`config.mk`:
```
export PLATFORM = sky130hd
export DESIGN_NAME = utf8_lenient_decoder_unit
export DESIGN_NICKNAME = d
export VERILOG_FILES = /design/src/rtl/u8ld_pkg.sv /design/src/rtl/utf8_lenient_decoder_unit.sv /design/src/rtl/u8ld_decode.sv /design/src/rtl/u8ld_out_queue.sv
export VERILOG_INCLUDE_DIRS = /design/src /design/src/rtl
export SDC_FILE = /design/constraint.sdc
export NUM_CORES = 1
export LEC_CHECK = 0
export ABC_AREA = 1
export BUFFER_PORTS_ARGS = -buffer_cell sky130_fd_sc_hd__buf_2
export CAP_MARGIN = 10
export CORE_ASPECT_RATIO = 0.9
export CORE_MARGIN = 3
export CORE_UTILIZATION = 45
export CTS_CLUSTER_SIZE = 25
export DETAILED_ROUTE_END_ITERATION = 6
export PLACE_DENSITY_LB_ADDON = 0.1
export SYNTH_ARGS = -nofsm -noshare
export SYNTH_HDL_FRONTEND = slang
export SYNTH_SLANG_ARGS = --single-unit
```
`constraint.sdc`:
```
create_clock -name clk -period 5 [get_ports clk]
set_input_delay 0.25 -clock clk [delete_from_list [all_inputs] [get_ports clk]]
set_output_delay 0.25 -clock clk [all_outputs]
set_load 0.02 [all_outputs]
```
`src/rtl/utf8_lenient_decoder_unit_defines.svh`:
```
// assertion macros for the utf8 lenient decoder unit
`ifndef UTF8_LENIENT_DECODER_UNIT_DEFINES_SVH
`define UTF8_LENIENT_DECODER_UNIT_DEFINES_SVH

`ifndef SYNTH
`define U8LD_ASSERT_SAME(label, ante, cons) \
    label: assert property (@(posedge clk) disable iff (!rst_n) (ante) |-> (cons)) \
        else $error("u8ld assertion failed");
`define U8LD_ASSERT_NEXT(label, ante, cons) \
    label: assert property (@(posedge clk) disable iff (!rst_n) (ante) |=> (cons)) \
        else $error("u8ld assertion failed");
`else
`define U8LD_ASSERT_SAME(label, ante, cons)
`define U8LD_ASSERT_NEXT(label, ante, cons)
`endif

`endif

```
`src/rtl/u8ld_pkg.sv`:
```
// types and helper functions shared by the utf8 lenient decoder unit
`timescale 1ns / 1ps

package u8ld_pkg;

    localparam int unsigned CpWidth  = 21;
    localparam int unsigned MaxRes   = 3;

    typedef logic [CpWidth-1:0] cp_t;

    typedef struct packed {
        logic [1:0]          cnt;
        logic [MaxRes-1:0]   fin;
        cp_t [MaxRes-1:0]    cp;
    } res_t;

    function automatic logic [2:0] lead_length(input logic [7:0] b);
        logic [2:0] len;
        if (!b[7])
        begin
            len = 3'd1;
        end
        else if (b[7:5] == 3'b110)
        begin
            len = 3'd2;
        end
        else if (b[7:4] == 4'b1110)
        begin
            len = 3'd3;
        end
        else if (b[7:4] == 4'b1111)
        begin
            len = 3'd4;
        end
        else
        begin
            len = 3'd1;
        end
        return len;
    endfunction

    function automatic cp_t lead_payload(input logic [7:0] b, input logic [2:0] len);
        cp_t p;
        case (len)
            3'd2:    p = {16'd0, b[4:0]};
            3'd3:    p = {17'd0, b[3:0]};
            3'd4:    p = {18'd0, b[2:0]};
            default: p = {13'd0, b};
        endcase
        return p;
    endfunction

endpackage

```
`src/rtl/utf8_lenient_decoder_unit.sv`:
```
// top level of the utf8 lenient decoder unit
//
//  channel  signals                          word
//  input    in_valid, in_ready               byte_in, text_end
//  output   out_valid, out_ready             code_point, final_point
//
// one byte is taken per cycle into the input register while the bank can load it,
// then decoded into the result bank; a completed sequence is offered at the output
// from the bank. an end flag inside an open sequence gives up to three words, one per
// cycle while out_ready holds high; the input register waits while the bank drains.
// reset clears the sequence state, input register and result bank.
// a stalled output holds the bank; one further byte then waits in the input register.
`timescale 1ns / 1ps

module utf8_lenient_decoder_unit (
    input  logic        clk,
    input  logic        rst_n,
    input  logic        in_valid,
    output logic        in_ready,
    input  logic [7:0]  byte_in,
    input  logic        text_end,
    output logic        out_valid,
    input  logic        out_ready,
    output logic [20:0] code_point,
    output logic        final_point
);
    import u8ld_pkg::*;

    logic       ivalid_reg;
    logic [7:0] byte_reg;
    logic       end_reg;
    logic       load_ok;
    logic       step;
    res_t       res;

    assign step     = ivalid_reg && load_ok;
    assign in_ready = !ivalid_reg || step;

    always_ff @(posedge clk or negedge rst_n)
    begin
        if (!rst_n)
        begin
            ivalid_reg <= 1'b0;
        end
        else if (in_ready)
        begin
            ivalid_reg <= in_valid;
        end
    end

    always_ff @(posedge clk)
    begin
        if (in_ready && in_valid)
        begin
            byte_reg <= byte_in;
            end_reg  <= text_end;
        end
    end

    u8ld_decode u_decode (
        .clk      (clk),
        .rst_n    (rst_n),
        .step     (step),
        .byte_val (byte_reg),
        .end_val  (end_reg),
        .res      (res)
    );

    u8ld_out_queue u_out_queue (
        .clk         (clk),
        .rst_n       (rst_n),
        .load        (step),
        .res         (res),
        .load_ok     (load_ok),
        .out_valid   (out_valid),
        .out_ready   (out_ready),
        .code_point  (code_point),
        .final_point (final_point)
    );

endmodule

```
`src/rtl/u8ld_decode.sv`:
```
// sequence state and single-pass decode of one byte into up to three code points
`timescale 1ns / 1ps

module u8ld_decode (
    input  logic           clk,
    input  logic           rst_n,
    input  logic           step,
    input  logic [7:0]     byte_val,
    input  logic           end_val,
    output u8ld_pkg::res_t res
);
    import u8ld_pkg::*;

    cp_t        partial_reg, partial_next;
    logic [1:0] need_reg, need_next;
    logic [1:0] count_reg, count_next;
    logic [7:0] held0_reg, held0_next;
    logic [7:0] held1_reg, held1_next;

    logic [2:0] len_b;
    logic [2:0] len_h1;
    cp_t        shifted;
    logic [1:0] need_dec;

    always_comb
    begin
        len_b    = lead_length(byte_val);
        len_h1   = lead_length(held1_reg);
        shifted  = {partial_reg[CpWidth-7:0], byte_val[5:0]};
        need_dec = need_reg - 2'd1;

        partial_next = partial_reg;
        need_next    = need_reg;
        count_next   = count_reg;
        held0_next   = held0_reg;
        held1_next   = held1_reg;
        res          = '0;

        if (need_reg == 2'd0)
        begin
            if (end_val || len_b == 3'd1)
            begin
                res.cnt    = 2'd1;
                res.cp[0]  = {13'd0, byte_val};
                res.fin[0] = end_val;
            end
            else
            begin
                partial_next = lead_payload(byte_val, len_b);
                need_next    = 2'(len_b - 3'd1);
                held0_next   = byte_val;
                count_next   = 2'd1;
            end
        end
        else if (need_dec == 2'd0)
        begin
            res.cnt      = 2'd1;
            res.cp[0]    = shifted;
            res.fin[0]   = end_val;
            partial_next = '0;
            need_next    = 2'd0;
            count_next   = 2'd0;
        end
        else if (end_val)
        begin
            // flush of an incomplete sequence
            partial_next = '0;
            need_next    = 2'd0;
            count_next   = 2'd0;
            case (count_reg)
                2'd0:
                begin
                    res.cnt    = 2'd1;
                    res.cp[0]  = {13'd0, byte_val};
                    res.fin[0] = 1'b1;
                end
                2'd1:
                begin
                    res.cnt    = 2'd2;
                    res.cp[0]  = {13'd0, held0_reg};
                    res.cp[1]  = {13'd0, byte_val};
                    res.fin[1] = 1'b1;
                end
                default:
                begin
                    res.cp[0] = {13'd0, held0_reg};
                    if (len_h1 == 3'd2)
                    begin
                        res.cnt    = 2'd2;
                        res.cp[1]  = {10'd0, held1_reg[4:0], byte_val[5:0]};
                        res.fin[1] = 1'b1;
                    end
                    else
                    begin
                        res.cnt    = 2'd3;
                        res.cp[1]  = {13'd0, held1_reg};
                        res.cp[2]  = {13'd0, byte_val};
                        res.fin[2] = 1'b1;
                    end
                end
            endcase
        end
        else
        begin
            partial_next = shifted;
            need_next    = need_dec;
            if (count_reg != 2'd3)
            begin
                count_next = count_reg + 2'd1;
            end
            if (count_reg == 2'd0)
            begin
                held0_next = byte_val;
            end
            else if (count_reg == 2'd1)
            begin
                held1_next = byte_val;
            end
        end
    end

    always_ff @(posedge clk or negedge rst_n)
    begin
        if (!rst_n)
        begin
            partial_reg <= '0;
            need_reg    <= 2'd0;
            count_reg   <= 2'd0;
        end
        else if (step)
        begin
            partial_reg <= partial_next;
            need_reg    <= need_next;
            count_reg   <= count_next;
        end
    end

    always_ff @(posedge clk)
    begin
        if (step)
        begin
            held0_reg <= held0_next;
            held1_reg <= held1_next;
        end
    end

endmodule

```
`src/rtl/u8ld_out_queue.sv`:
```
// result register bank that hands out up to three code points one word at a time
`timescale 1ns / 1ps
`include "utf8_lenient_decoder_unit_defines.svh"

module u8ld_out_queue (
    input  logic           clk,
    input  logic           rst_n,
    input  logic           load,
    input  u8ld_pkg::res_t res,
    output logic           load_ok,
    output logic           out_valid,
    input  logic           out_ready,
    output u8ld_pkg::cp_t  code_point,
    output logic           final_point
);
    import u8ld_pkg::*;

    logic [1:0] cnt_reg, cnt_next;
    logic [1:0] rd_reg, rd_next;
    res_t       slot_reg;
    logic       out_fire;

    assign out_valid   = (cnt_reg != 2'd0);
    assign out_fire    = out_valid && out_ready;
    assign load_ok     = (cnt_reg == 2'd0) || (cnt_reg == 2'd1 && out_ready);
    assign code_point  = slot_reg.cp[rd_reg];
    assign final_point = slot_reg.fin[rd_reg];

    always_comb
    begin
        cnt_next = cnt_reg;
        rd_next  = rd_reg;
        if (load)
        begin
            cnt_next = res.cnt;
            rd_next  = 2'd0;
        end
        else if (out_fire)
        begin
            cnt_next = cnt_reg - 2'd1;
            rd_next  = rd_reg + 2'd1;
        end
    end

    always_ff @(posedge clk or negedge rst_n)
    begin
        if (!rst_n)
        begin
            cnt_reg <= 2'd0;
            rd_reg  <= 2'd0;
        end
        else
        begin
            cnt_reg <= cnt_next;
            rd_reg  <= rd_next;
        end
    end

    always_ff @(posedge clk)
    begin
        if (load)
        begin
            slot_reg <= res;
        end
    end

    `U8LD_ASSERT_NEXT(a_load_shows, load && res.cnt != 2'd0, out_valid && rd_reg == 2'd0)
    `U8LD_ASSERT_NEXT(a_stall_holds, !load && out_valid && !out_ready, $stable({cnt_reg, rd_reg}))
    `U8LD_ASSERT_SAME(a_load_room, load, cnt_reg == 2'd0 || (cnt_reg == 2'd1 && out_ready))
    `U8LD_ASSERT_SAME(a_rd_bound, out_valid, ({1'b0, rd_reg} + {1'b0, cnt_reg}) <= 3'd3)

endmodule
```
Yosys cells after proc, flatten, opt, wreduce, memory -nomap -nowiden
Index checks and enable logic that the tools add are counted.
- flip-flop bits (word level): 115
- input bits: 13
- output and inout port bits: 24
- add/sub/neg operators: 5
- $lt $le $gt $ge: 1
- equal/unequal tests: 17
- muxes and demuxes: 57
- bitwise gates (word level): 4
- reduce and logical (&&, ||, !) cells: 24
- operators with widths (kind ; count):
    2-to-1 mux 21 bit ; 4
    2-to-1 mux 68 bit ; 1
    2-to-1 mux 8 bit ; 8
    2-to-1 mux 15 bit ; 4
    binary-select mux 21 bit (select 2 bit) ; 1
    case mux 21 bit (2 select lines) ; 1
    2-to-1 mux 2 bit ; 15
    2-to-1 mux 3 bit ; 8
    case mux 8 bit (3 select lines) ; 1
    == test 4 bit (second input constant) ; 4
    2-to-1 mux 11 bit ; 1
    2-to-1 mux 1 bit ; 10
    == test 3 x 2 -> 1 bit (second input constant) ; 3
    == test 3 bit (second input constant) ; 3
    zero test 2 bit ; 4
    AND reduction 6 bit ; 1
    nonzero test 2 bit ; 3
    OR reduction 6 bit ; 1
    subtractor 2 x 1 -> 2 bit (second input constant) ; 3
    AND reduction 5 bit ; 1
    OR reduction 5 bit ; 1
    adder 2 x 1 -> 2 bit (second input constant) ; 2
    == test 2 x 1 -> 1 bit (second input constant) ; 2
    logical AND 1 bit ; 4
    15 further kinds ; 22

Longest topological paths before layout
Gate-level depths: netlist (run 1).
- depth after elaboration: 12
- depth in mapped cells: 13
- depth with buffers taken out: 12

Cells and area by module
A second synthesis (run 1) with hierarchy kept.
- cells, all modules: 533
- area, all modules: 5527.8 um2
- by module, submodules not included (module ; times used ; cells an instance ; area each (um2) ; sequential area each (um2)):
    u8ld_out_queue ; 1 ; 196 ; 2707.6 ; 2082.0
    u8ld_decode ; 1 ; 320 ; 2497.4 ; 955.9
    utf8_lenient_decoder_unit ; 1 ; 17 ; 322.8 ; 295.3

Worst setup path before layout (run 1)
Ideal clock, no wire load.
- kind: register -> register
- from: reg u_out_queue.cnt_reg[0]
- to: reg u_decode.held1_reg[0] (enable)
- library setup time: 0.395 ns
- data arrival time: 2.486 ns
- path slack: 2.119 ns
- cell stages (with the launch flop): 7
- clock period less this slack: 2.881 ns
- cell sequence: dfrtp_1 inv_1 ha_1 a21oi_1 nor2_4 inv_1 nor4_1
- word-level cells in the longest chain between the ends: 5
- elaborated cells on any way between the ends: 6
- classes of those cells: eq/ne: 1; reduce/logical: 5
- ends and longest elaborated chain (item ; RTL line ; source):
    from (decl) ; u8ld_out_queue.sv:18 ; logic [1:0] cnt_reg, cnt_next;
    from (signal assigned) ; u8ld_out_queue.sv:54 ; cnt_reg <= cnt_next;
    == test 2 x 1 -> 1 bit ; u8ld_out_queue.sv:25 ; assign load_ok = (cnt_reg == 2'd0) || (cnt_reg == 2'd1 && out_ready);
    logical AND 1 bit ; u8ld_out_queue.sv:25 ;
    logical OR 1 bit * ; u8ld_out_queue.sv:25 ;
    logical AND 1 bit * ; utf8_lenient_decoder_unit.sv:36 ; assign step = ivalid_reg && load_ok;
    net step ; utf8_lenient_decoder_unit.sv:33 ; logic step;
    AND reduction 6 bit (no line) * ; -- ;
    to (signal assigned) ; u8ld_decode.sv:143 ; held1_reg <= held1_next;
    to (decl) ; u8ld_decode.sv:18 ; logic [7:0] held1_reg, held1_next;
Mark *: on every way through the listed nets, which the timed path passes. The rest lies on a longest branch.
A chain may end at the register's enable or synchronous reset.

Worst setup path after layout (run 1)
- from: reg u_out_queue.cnt_reg[0]
- to: reg u_decode.held0_reg[0] (enable)
- word-level cells in the longest chain between the ends: 5
- elaborated cells on any way between the ends: 6
- classes of those cells: eq/ne: 1; reduce/logical: 5
- ends and longest elaborated chain (item ; RTL line ; source):
    == test 2 x 1 -> 1 bit ; u8ld_out_queue.sv:25 ;
    logical AND 1 bit ; u8ld_out_queue.sv:25 ;
    logical OR 1 bit * ; u8ld_out_queue.sv:25 ;
    logical AND 1 bit * ; utf8_lenient_decoder_unit.sv:36 ;
    net step ; utf8_lenient_decoder_unit.sv:33 ;
    AND reduction 5 bit (no line) * ; -- ;
    to (signal assigned) ; u8ld_decode.sv:142 ; held0_reg <= held0_next;
    to (decl) ; u8ld_decode.sv:17 ; logic [7:0] held0_reg, held0_next;
Marks and branches as above.

==> results of run 1 <==
power by group through the flow:
| stage | clock network [uW] | registers [uW] | logic (uW) |
|---|---|---|---|
| 3_5_place_dp | 0 | 1340 | 1330 |
| 5_1_grt | 578 | 1360 | 1490 |
| 6_report | 532 | 1320 | 1330 |
| 2_1_floorplan | 0 | 1260 | 1040 |
| 3_3_place_gp | 0 | 1340 | 1320 |
| 4_1_cts | 547 | 1330 | 1340 |
cell usage after synthesis, types with 2 or more instances:
cell	count	area [um^2]
nor2_4	3	33.78
nand3b_1	2	15.01
nand2_2	4	25.02
o22ai_1	4	25.02
dfrtp_1	24	600.6
nor3_1	8	40.04
nor2_1	60	225.2
o21ai_2	13	113.9
ha_1	11	137.6
edfxtp_1	68	2042
inv_1	34	127.6
buf_1	2	7.510
buf_6	4	45.04
o31ai_1	8	60.06
a21oi_1	13	65.06
nor2_2	5	31.28
o21ai_1	2	10.01
inv_2	4	15.01
nand2_1	123	461.7
o21ai_0	17	85.08
buf_4	2	15.01
nand3_1	21	105.1
clkbuf_1	5	18.77
o211ai_1	2	15.01
layer usage:
layer,part of all wire [%],wire (um),vias to the layer above,global-route usage (%)
met4,0.83,77,0,4.545
met1,52,4822,1435,27.11
met5,0,0,-,0
met2,43,3985,72,26.07
li1,-,-,1568,-
met3,4.6,429,5,4.099
how the worst max path moves through the flow:
stage | start | endpoint | slack, ps | depth (start not counted)
finish | u_out_queue.cnt_reg[0]$_DFFE_PN0P_ | u_decode.held0_reg[0]$_DFFE_PP_ | 1930 | 7
global placement | u_out_queue.cnt_reg[0]$_DFFE_PN0P_ | u_decode.held0_reg[1]$_DFFE_PP_ | 2020 | 7
CTS | u_out_queue.cnt_reg[0]$_DFFE_PN0P_ | u_decode.held0_reg[0]$_DFFE_PP_ | 1870 | 7
global route | u_out_queue.cnt_reg[0]$_DFFE_PN0P_ | u_decode.held0_reg[0]$_DFFE_PP_ | 1620 | 7
floorplan | u_out_queue.cnt_reg[0]$_DFFE_PN0P_ | u_decode.held1_reg[0]$_DFFE_PP_ | 2120 | 6
detailed placement | u_out_queue.cnt_reg[0]$_DFFE_PN0P_ | u_decode.held0_reg[1]$_DFFE_PP_ | 1900 | 7
through the flow:
step | utilization, % | total power, uW
after global routing | 52.48 | 3425
final | 52.48 | 3182
after detailed placement | 50.05 | 2677
after CTS | 52.48 | 3211
after floorplan | - | 2305
after global placement | 50.05 | 2660
worst max-delay path: stages (launching register included):
cell and delay (ps):
dfrtp_1 420, inv_1 70, ha_1 180, a21oi_1 90, nor2_4 90, buf_4 500
nand2_2 570, a21oi_1 760
final cells by class:
cell class                      instances  area share [%]
Clock buffer                           11           3.091
Clock inverter                          5           1.329
Inverter                               40           3.168
Multi-Input combinational cell        303           31.14
Sequential cell                        92           53.96
Tap cell                              122           3.117
Timing Repair Buffer                   39           4.190
cell families after synthesis:
kind of cell / Yosys count / share of synthesized area, %
flip-flops: 92 / 59.80
AND/OR/NAND/NOR: 231 / 22.59
buffers and inverters: 55 / 5.690
adder cells (fa/ha/maj): 11 / 3.114
AO/OA/AOI/OAI: 61 / 8.805
what timing repair did:
| item | 4_1_cts | 5_1_grt |
|---|---|---|
| hold endpoints to repair | 24 | 0 |
| resized for setup | 0 | 0 |
| hold buffers | 1 | 0 |
==> run_results.csv, run 1 <==
group,metric,value,unit
outcome,outcome,"finished clean",
timing,max_slew.worst_pin.slew,990.0,ps
synth,area_of_the_mapped_netlist,4419,um^2
floorplanning,rows,33,
cells_and_area,largest_register_ffs,43,
timing,fin_crit_sh,61.49,%
global_routing,grt_pass1_wl,15.47,mm
timing,post-route-min-period,3075,ps
clock_network,ctsLongestPathBuffers,2,
synth,asyncSetResetFlopFracSynth,26.09,%
cells_and_area,area_of_combinational_cells_with_multiple_inputs,1525,um^2
pwr,p_sw_share,43.47,%
route,post-route-drc-count,0,
floorplanning,floorplan.io_pins,37,
worst_setup_path,rr_worst_depth,7,
clock_network,clkLatencyLatePin,360,ps
timing,timing.clock.skew,7.508,ps
clock_network,clk_root_buf,"clkbuf_8",
timing,fin_tns_setup,0,ps
clock_network,clock_tree.htree_level_count,3,
clock_network,clock-sinks,92,
worst_setup_path,r2r_setup_slack,1930,ps
job,drv_cap,0,
synth,synth_enable_flop_cells,68,
clock_network,cts_made_buffers,9,
route,vias_per_cell,5.033,
pwr,total_leakage_power,0.002053,uW
placement,dp_worst_setup_slack,1903,ps
min_path,worstHoldPathCells,1,
timing,final_max_slew_viol_count,0,
placement,hpwl,6.674,mm
synth,synth_sequential_area_ratio,59.80,%
timing,slew_headroom,34.00,%
route,route.detailed.wl_per_inst,15.22,um
worst_setup_path,data_arrival_at_the_endpoint_of_the_critical_path,3070,ps
route,detail-route-antenna-nets,0,
pwr,total_switching_power,1384,uW
cells_and_area,most_used_cells_in_the_layout_excluding_fill_and_tap_cells,"nand2_1 (123), edfxtp_1 (68), nor2_1 (60)",
placement,dpl.cell_count,595,
global_routing,pin_count_of_the_biggest_net_entering_global_routing,49,
placement,globalplace.congestion,0.8956,
min_path,worst_hold_path.endpoint,"byte_reg[3]$_DFFE_PP_",
floorplanning,die_width,110.5,um
global_routing,overflow_left_after_global_routing,0,
min_path,min_from,"byte_in[3]",
pwr,clock_network_fraction_of_total_power,16.7,%
global_routing,grtUsageTotal,17.87,%
cells_and_area,mostFrequentLayoutCell,"nand2_1",
worst_setup_path,criticalPathCategory,"reg2reg",
floorplanning,floorplan.initialDensity,47.36,%
floorplanning,chipHeight,100.0,um
route,drt-initial-drc-count,236,
timing,fmaxAchievable,325.3,MHz
global_routing,grt_pass1_vias,2920,
synth,synth_fp_nets,474,
worst_setup_path,worst_setup_path_end_kind,"flip-flop",
synth,postSynth.topFlopCell,"edfxtp_1",
worst_setup_path,crit_path_start_kind,"flip-flop",
global_routing,initial_antenna_violation_count,0,
cells_and_area,post-route-cell-area,4897,um^2
timing,fin_hold_ws,61.73,ps
timing,rsz0062_at_grt,"false",
timing,final_critical_path_setup_slack,1925,ps
clock_network,tritoncts,"built",
route,detailroute.via_count,3080,
clock_network,post_cts_setup_driven_buffer_insertion_count,0,
cells_and_area,seqCellArea,2643,um^2
cells_and_area,finalNonFillerCells,612,
timing,hold_vio_cnt_final,0,
synth,syn-mean-instance-area,9.821,um^2
worst_setup_path,reg2reg_from,"u_out_queue.cnt_reg[0]$_DFFE_PN0P_",
synth,synth.yosys.warnings,0,
placement,placement.cell_area,4671,um^2
cells_and_area,final_net_count,509,
worst_setup_path,r2r_end,"u_decode.held0_reg[0]$_DFFE_PP_",
cells_and_area,fraction_of_final_layout_cells_sized_beyond_drive_strength_1,17.76,%
synth,netlist_instances,450,
min_path,worst_min_delay_path_class,"in2reg",
cells_and_area,final.fill_count,877,
placement,io_buffers,36,
pwr,sequentialPowerShare,41.6,%
worst_setup_path,critical_path_required,5000,ps
route,finalWirelength,9.315,mm
clock_network,clk_pin_slew,90,ps
pwr,p_int,1799,uW
pwr,cellPowerDensity,649.8,nW/um^2
floorplanning,die-area,11050,um^2
cells_and_area,synthToLayoutAreaGrowth,10.82,%
pwr,comb_power_share,41.7,%
cells_and_area,antennaDiodeCount,0,
floorplanning,core_area,9331,um^2
timing,report.final.setup_viol,0,
synth,post_synth_num_cell_types,35,
route,detail_route.first_pass.iterations,4,
worst_setup_path,path_max_fanout,48,
pwr,ir_worst_vdd,0.3967,mV
synth,number_of_register_bits_inferred_by_synthesis,92,
Note: power is estimated with default switching activity, not from simulation.
==> inputs of run 2 (changes only) <==
==> constraint.sdc (replaced) <==
create_clock -name clk -period 2.96 [get_ports clk]
set_input_delay 0.148 -clock clk [delete_from_list [all_inputs] [get_ports clk]]
set_output_delay 0.148 -clock clk [all_outputs]
set_load 0.02 [all_outputs]
==> run 2 against run 1 <==
Sequential power is 70% higher; largest cell class unchanged; combinational power is 69% higher; largest power group is now sequential cells; setup slack worse by 1500 ps; die area stayed put; flip-flop and latch count stayed put; via count is 2.8% higher; global-route usage is 0.16 points lower; non-clock buffer count is 12 higher.
==> run_results.csv, run 2 (synthesis results as in run 1) <==
group,metric,value,unit
clock_network,clock_tree.htree_level_count,3,
route,detail-route-antenna-nets,0,
route,drt-met1-wl,4.734,mm
worst_setup_path,crit_path_cell_trace,"inv_1 -> nor2_1 -> nand2_1 -> o31ai_1 -> buf_2",
global_routing,pin_count_of_the_biggest_net_entering_global_routing,37,
clock_network,cts_made_buffers,9,
cells_and_area,largest_register_ffs,43,
placement,io_buffers,36,
worst_setup_path,critical_path_required,2810,ps
placement,dpl.cell_count,598,
placement,hpwl,6.953,mm
global_routing,grt_pass1_wl,15.35,mm
route,detail_route.first_pass.iterations,5,
min_path,worst_min_delay_path_class,"in2reg",
job,drv_cap,0,
timing,timing.clock.skew,6.862,ps
global_routing,grt_pass1_vias,2973,
cells_and_area,finalNonFillerCells,624,
timing,final_max_slew_viol_count,0,
route,post-route-drc-count,0,
global_routing,initial_antenna_violation_count,0,
timing,post-route-min-period,2570,ps
floorplanning,rows,33,
pwr,ir_worst_vdd,0.5209,mV
timing,fmaxAchievable,389.1,MHz
route,route.detailed.wl_per_inst,15.01,um
clock_network,ctsLongestPathBuffers,2,
route,wl_met2,3.928,mm
floorplanning,chipHeight,100.0,um
global_routing,overflow_left_after_global_routing,0,
worst_setup_path,data_arrival_at_the_endpoint_of_the_critical_path,2420,ps
worst_setup_path,critical_path_buf_inv_count,2,
timing,fin_crit_sh,86.82,%
worst_setup_path,path_max_fanout,20,
cells_and_area,antennaDiodeCount,0,
clock_network,post_cts_setup_driven_buffer_insertion_count,0,
floorplanning,die_width,110.5,um
worst_setup_path,crit_path_start_kind,"flip-flop",
route,finalWirelength,9.364,mm
worst_setup_path,timing.critical_path.max_delay_family,"flip-flops",
clock_network,clk_root_buf,"clkbuf_8",
floorplanning,floorplan.initialDensity,47.36,%
placement,globalplace.congestion,0.9200,
timing,report.final.setup_viol,0,
timing,max_slew.worst_pin.slew,704.0,ps
global_routing,grtUsageTotal,17.70,%
floorplanning,floorplan.io_pins,37,
cells_and_area,mostFrequentLayoutCell,"nand2_1",
outcome,outcome,"finished clean",
timing,final_critical_path_setup_slack,390.1,ps
cells_and_area,synthToLayoutAreaGrowth,12.29,%
clock_network,clock-sinks,92,
cells_and_area,most_used_cells_in_the_layout_excluding_fill_and_tap_cells,"nand2_1 (123), edfxtp_1 (68), nor2_1 (60)",
timing,fin_tns_setup,0,ps
worst_setup_path,criticalPathCategory,"reg2out",
clock_network,clk_pin_slew,90,ps
route,detailroute.via_count,3166,
cells_and_area,final_net_count,521,
pwr,cellPowerDensity,1055,nW/um^2
pwr,total_leakage_power,0.002074,uW
floorplanning,core_area,9331,um^2
timing,hold_vio_cnt_final,0,
worst_setup_path,crit_path_top_delay_cell,"dfrtp_1",
timing,rsz0062_at_grt,"false",
floorplanning,die-area,11050,um^2
clock_network,tritoncts,"built",
timing,slew_headroom,52.57,%
route,drt-initial-drc-count,193,
cells_and_area,fraction_of_final_layout_cells_sized_beyond_drive_strength_1,17.53,%
route,route.met3.wl,525,um
worst_setup_path,worst_setup_path_end_kind,"output port",
placement,dp_worst_setup_slack,562.4,ps
route,top_signal_layer_used,"met4",
route,vias_per_cell,5.074,
clock_network,clkLatencyLatePin,350,ps
worst_setup_path,slowest_delay,780,ps
## run 2: metrics by stage
step                      area [um^2]  total power [uW]  hold slack, ps  utilization, %
after floorplan                  4419              3893          -147.6               -
after global placement           4693              4514           166.7           50.30
after detailed placement         4693              4529           174.1           50.30
after CTS                        4962              5272           113.3           53.18
after global routing             4962              5635           118.2           53.18
final                            4962              5234           146.3           53.18
## run 2: path summary, 6_finish.rpt
check | cells past startpoint | slack, ps | start | endpoint
max | 5 | 390 | u_out_queue.rd_reg[1]$_DFFE_PN0P_ | code_point[7]
min | 3 | 150 | in_valid | ivalid_reg$_DFFE_PN0N_
max reg2reg | 8 | 560 | u_decode.need_reg[1]$_DFFE_PN0P_ | u_decode.held1_reg[3]$_DFFE_PP_
min reg2reg | 2 | 490 | u_decode.partial_reg[10]$_DFFE_PN0P_ | u_decode.partial_reg[10]$_DFFE_PN0P_
max in group asynchronous | 2 | 2270 | rst_n | u_decode.partial_reg[10]$_DFFE_PN0P_
min in group asynchronous | 2 | 310 | rst_n | u_out_queue.cnt_reg[1]$_DFFE_PN0P_
## run 2: final cells by class
type / count / area, um^2
fill: 876 / 4369
sequential: 92 / 2643
multi-input combinational: 303 / 1525
timing repair buffer: 51 / 317.8
inverter: 40 / 155.1
tap: 122 / 152.6
clock buffer: 10 / 127.6
clock inverter: 6 / 41.29
## run 2: timing repair
action	CTS	global route
hold buffers	10	0
endpoints found under the hold margin	33	0
resized for setup	0	0
## run 2: worst reg2reg max path, delay by kind of cell (launching register included)
family                   cells  cell delay (ps)
flip-flops                   1              410
adder cells (fa/ha/maj)      1              390
AND/OR/NAND/NOR              3              720
buffers and inverters        4              600
## run 2: power by group
part	internal (uW)	switching, uW	total (uW)
Clock	304	432	736
Combinational	661	1590	2250
Sequential	1960	294	2250
## run 2: per-layer routing
layer	global-route usage [%]	vias up
met2	25.51	93
met3	4.762	13
li1	-	1590
met1	26.36	1470
met5	0	-
met4	5.208	0
==> inputs of run 3 (changes only) <==
--- a/config.mk
+++ b/config.mk
@@ -7,10 +7,10 @@
 export NUM_CORES = 1
 export LEC_CHECK = 0
 export ABC_AREA = 1
-export BUFFER_PORTS_ARGS = -buffer_cell sky130_fd_sc_hd__buf_2
+export BUFFER_PORTS_ARGS = -buffer_cell sky130_fd_sc_hd__buf_4
 export CAP_MARGIN = 10
 export CORE_ASPECT_RATIO = 0.9
-export CORE_MARGIN = 3
+export CORE_MARGIN = 2
 export CORE_UTILIZATION = 45
 export CTS_CLUSTER_SIZE = 25
 export DETAILED_ROUTE_END_ITERATION = 6
==> run 3 against run 2 <==
Die area shrank 3.8%; global-route usage grew 1.5 points; via count shrank 0.57%; clock power grew 11%; largest cell class unchanged; highest routed layer unchanged.
==> run_results.csv, run 3 (synthesis results as in run 1) <==
group,metric,value,unit
floorplanning,rows,34,
timing,slew_headroom,53.92,%
route,route.detailed.wl_per_inst,14.86,um
timing,hold_vio_cnt_final,0,
global_routing,initial_antenna_violation_count,0,
route,post-route-drc-count,0,
pwr,totalPowerFinal,5460,uW
timing,rsz0062_at_grt,"false",
clock_network,clock_tree.htree_level_count,3,
route,detailroute.via_count,3148,
pwr,total_switching_power,2385,uW
placement,hpwl,6.925,mm
min_path,worstHoldPathCells,3,
cells_and_area,final_net_count,524,
global_routing,grtUsageTotal,19.25,%
clock_network,ctsLongestPathBuffers,2,
timing,fin_tns_setup,0,ps
cells_and_area,post-route-cell-area,5101,um^2
timing,report.final.setup_viol,0,
clock_network,clkLatencyLatePin,360,ps
cells_and_area,most_used_cells_in_the_layout_excluding_fill_and_tap_cells,"nand2_1 (123), edfxtp_1 (68), nor2_1 (60)",
timing,max_slew.worst_pin.slew,684.0,ps
placement,globalplace.congestion,0.9293,
min_path,min_from,"in_valid",
worst_setup_path,crit_path_cell_trace,"inv_1 -> ha_1 -> nor2_4 -> inv_2 -> nor2_4 -> inv_1 -> nor4_1 -> buf_4",
global_routing,groute.layer.met3.usage,4.673,%
floorplanning,chipHeight,98.02,um
worst_setup_path,data_arrival_at_the_endpoint_of_the_critical_path,2510,ps
clock_network,tritoncts,"built",
worst_setup_path,worst_setup_path_end_kind,"flip-flop",
clock_network,clk_root_buf,"clkbuf_8",
placement,dp_worst_setup_slack,525.1,ps
pwr,sequentialPowerShare,40.5,%
floorplanning,die-area,10630,um^2
worst_setup_path,rr_worst_depth,8,
clock_network,post_cts_setup_driven_buffer_insertion_count,0,
cells_and_area,largest_register_ffs,43,
clock_network,cts_made_buffers,9,
route,finalWirelength,9.374,mm
timing,post-route-min-period,2434,ps
route,vias_per_cell,4.989,
cells_and_area,synthToLayoutAreaGrowth,15.43,%
worst_setup_path,r2r_end,"u_decode.held1_reg[6]$_DFFE_PP_",
worst_setup_path,r2r_setup_slack,530,ps
pwr,ir_worst_vdd,0.6348,mV
cells_and_area,mostFrequentLayoutCell,"nand2_1",
global_routing,global_route.usage.met1,29.23,%
floorplanning,core_area,9614,um^2
timing,fin_crit_sh,82.24,%
outcome,outcome,"finished clean",
worst_setup_path,slowest_delay,410,ps
route,detail_route.first_pass.iterations,4,
pwr,p_sw_share,43.68,%
job,drv_cap,0,
cells_and_area,fin_util,53.06,%
pwr,total_leakage_power,0.002127,uW
global_routing,pin_count_of_the_biggest_net_entering_global_routing,27,
placement,io_buffers,36,
worst_setup_path,crit_path_start_kind,"flip-flop",
global_routing,grt_pass1_wl,15.48,mm
timing,fmaxAchievable,410.8,MHz
timing,timing.clock.skew,17.82,ps
global_routing,overflow_left_after_global_routing,0,
cells_and_area,fraction_of_final_layout_cells_sized_beyond_drive_strength_1,18.42,%
worst_setup_path,crit_path_top_delay_cell,"dfrtp_1",
worst_setup_path,criticalPathCategory,"reg2reg",
placement,placement.cell_area,4811,um^2
global_routing,grt_busiest_layer,"met1",
timing,final_max_slew_viol_count,0,
min_path,worst_hold_path.endpoint,"ivalid_reg$_DFFE_PN0N_",
pwr,comb_power_share,44.5,%
worst_setup_path,path_max_fanout,16,
floorplanning,floorplan.io_pins,37,
pwr,cellPowerDensity,1070,nW/um^2
global_routing,grt_pass1_vias,3030,
worst_setup_path,reg2reg_from,"u_decode.need_reg[1]$_DFFE_PN0P_",
route,drt-initial-drc-count,272,
worst_setup_path,critical_path_required,3040,ps
global_routing,globalRouteMet2Util,27.84,%
clock_network,clock-sinks,92,
timing,final_critical_path_setup_slack,525.6,ps
route,detail-route-antenna-nets,0,
pwr,clock_network_fraction_of_total_power,15.0,%
min_path,worst_min_delay_path_class,"in2reg",
floorplanning,die_width,108.5,um
pwr,p_int,3076,uW
floorplanning,floorplan.initialDensity,45.97,%
cells_and_area,antennaDiodeCount,0,
clock_network,clk_pin_slew,100,ps
-- run 3: cell types whose count changed in the layout (fill, tap and decap cells not counted), sizes merged --
cell      change
buf           +3
clkbuf        -1
clkinv        -2
clkinvlp      -1
inv           +4
-- run 3: worst max path at each step --
stage / startpoint / end / slack, ps / depth (start not counted)
global route: u_decode.need_reg[1]$_DFFE_PN0P_ / u_decode.held1_reg[5]$_DFFE_PP_ / 320 / 8
global placement: u_decode.need_reg[1]$_DFFE_PN0P_ / u_decode.held1_reg[0]$_DFFE_PP_ / 660 / 8
detailed placement: u_decode.need_reg[1]$_DFFE_PN0P_ / u_decode.held1_reg[1]$_DFFE_PP_ / 530 / 8
CTS: u_decode.need_reg[1]$_DFFE_PN0P_ / u_decode.held1_reg[7]$_DFFE_PP_ / 510 / 8
finish: u_decode.need_reg[1]$_DFFE_PN0P_ / u_decode.held1_reg[6]$_DFFE_PP_ / 530 / 8
floorplan: u_out_queue.cnt_reg[0]$_DFFE_PN0P_ / u_decode.held1_reg[0]$_DFFE_PP_ / 80 / 6
-- run 3: per-layer routing --
metal	vias to the layer above	part of all wire, %
met5	-	0
met4	0	0.97
met3	7	5.6
met2	79	43
met1	1467	50
li1	1595	-
-- run 3: timing repair --
| action | in CTS | in global routing |
|---|---|---|
| hold buffers | 10 | 0 |
| endpoints found under the hold margin | 33 | 0 |
| gates resized for setup | 0 | 0 |
-- run 3: through the flow --
step	hold slack, ps	instances
floorplan	-147.6	450
global placement	65.36	605
detailed placement	64.97	605
CTS	114.2	631
global route	121.3	631
finish	117.7	631
-- run 3: final cells by class --
type | count | area [um^2]
Multi-Input combinational cell | 303 | 1525
Tap cell | 126 | 157.7
Inverter | 40 | 155.1
Timing Repair Buffer | 54 | 430.4
Clock buffer | 9 | 123.9
Sequential cell | 92 | 2643
Fill cell | 903 | 4513
Clock inverter | 7 | 66.31
-- run 3: worst max-delay path, delay by kind of cell (launching register included) --
| kind | cells | cell delay [ps] |
|---|---|---|
| buf+inv | 4 | 620 |
| flops | 1 | 410 |
| simple gates | 3 | 740 |
| fa+ha+maj | 1 | 390 |
-- run 3: power by group through the flow --
| stage | registers (uW) | logic, uW | clock network (uW) |
|---|---|---|---|
| 2_1_floorplan | 2130 | 1760 | 0 |
| 3_3_place_gp | 2240 | 2410 | 0 |
| 3_5_place_dp | 2240 | 2430 | 0 |
| 4_1_cts | 2210 | 2450 | 835 |
| 5_1_grt | 2260 | 2720 | 904 |
| 6_report | 2210 | 2430 | 818 |
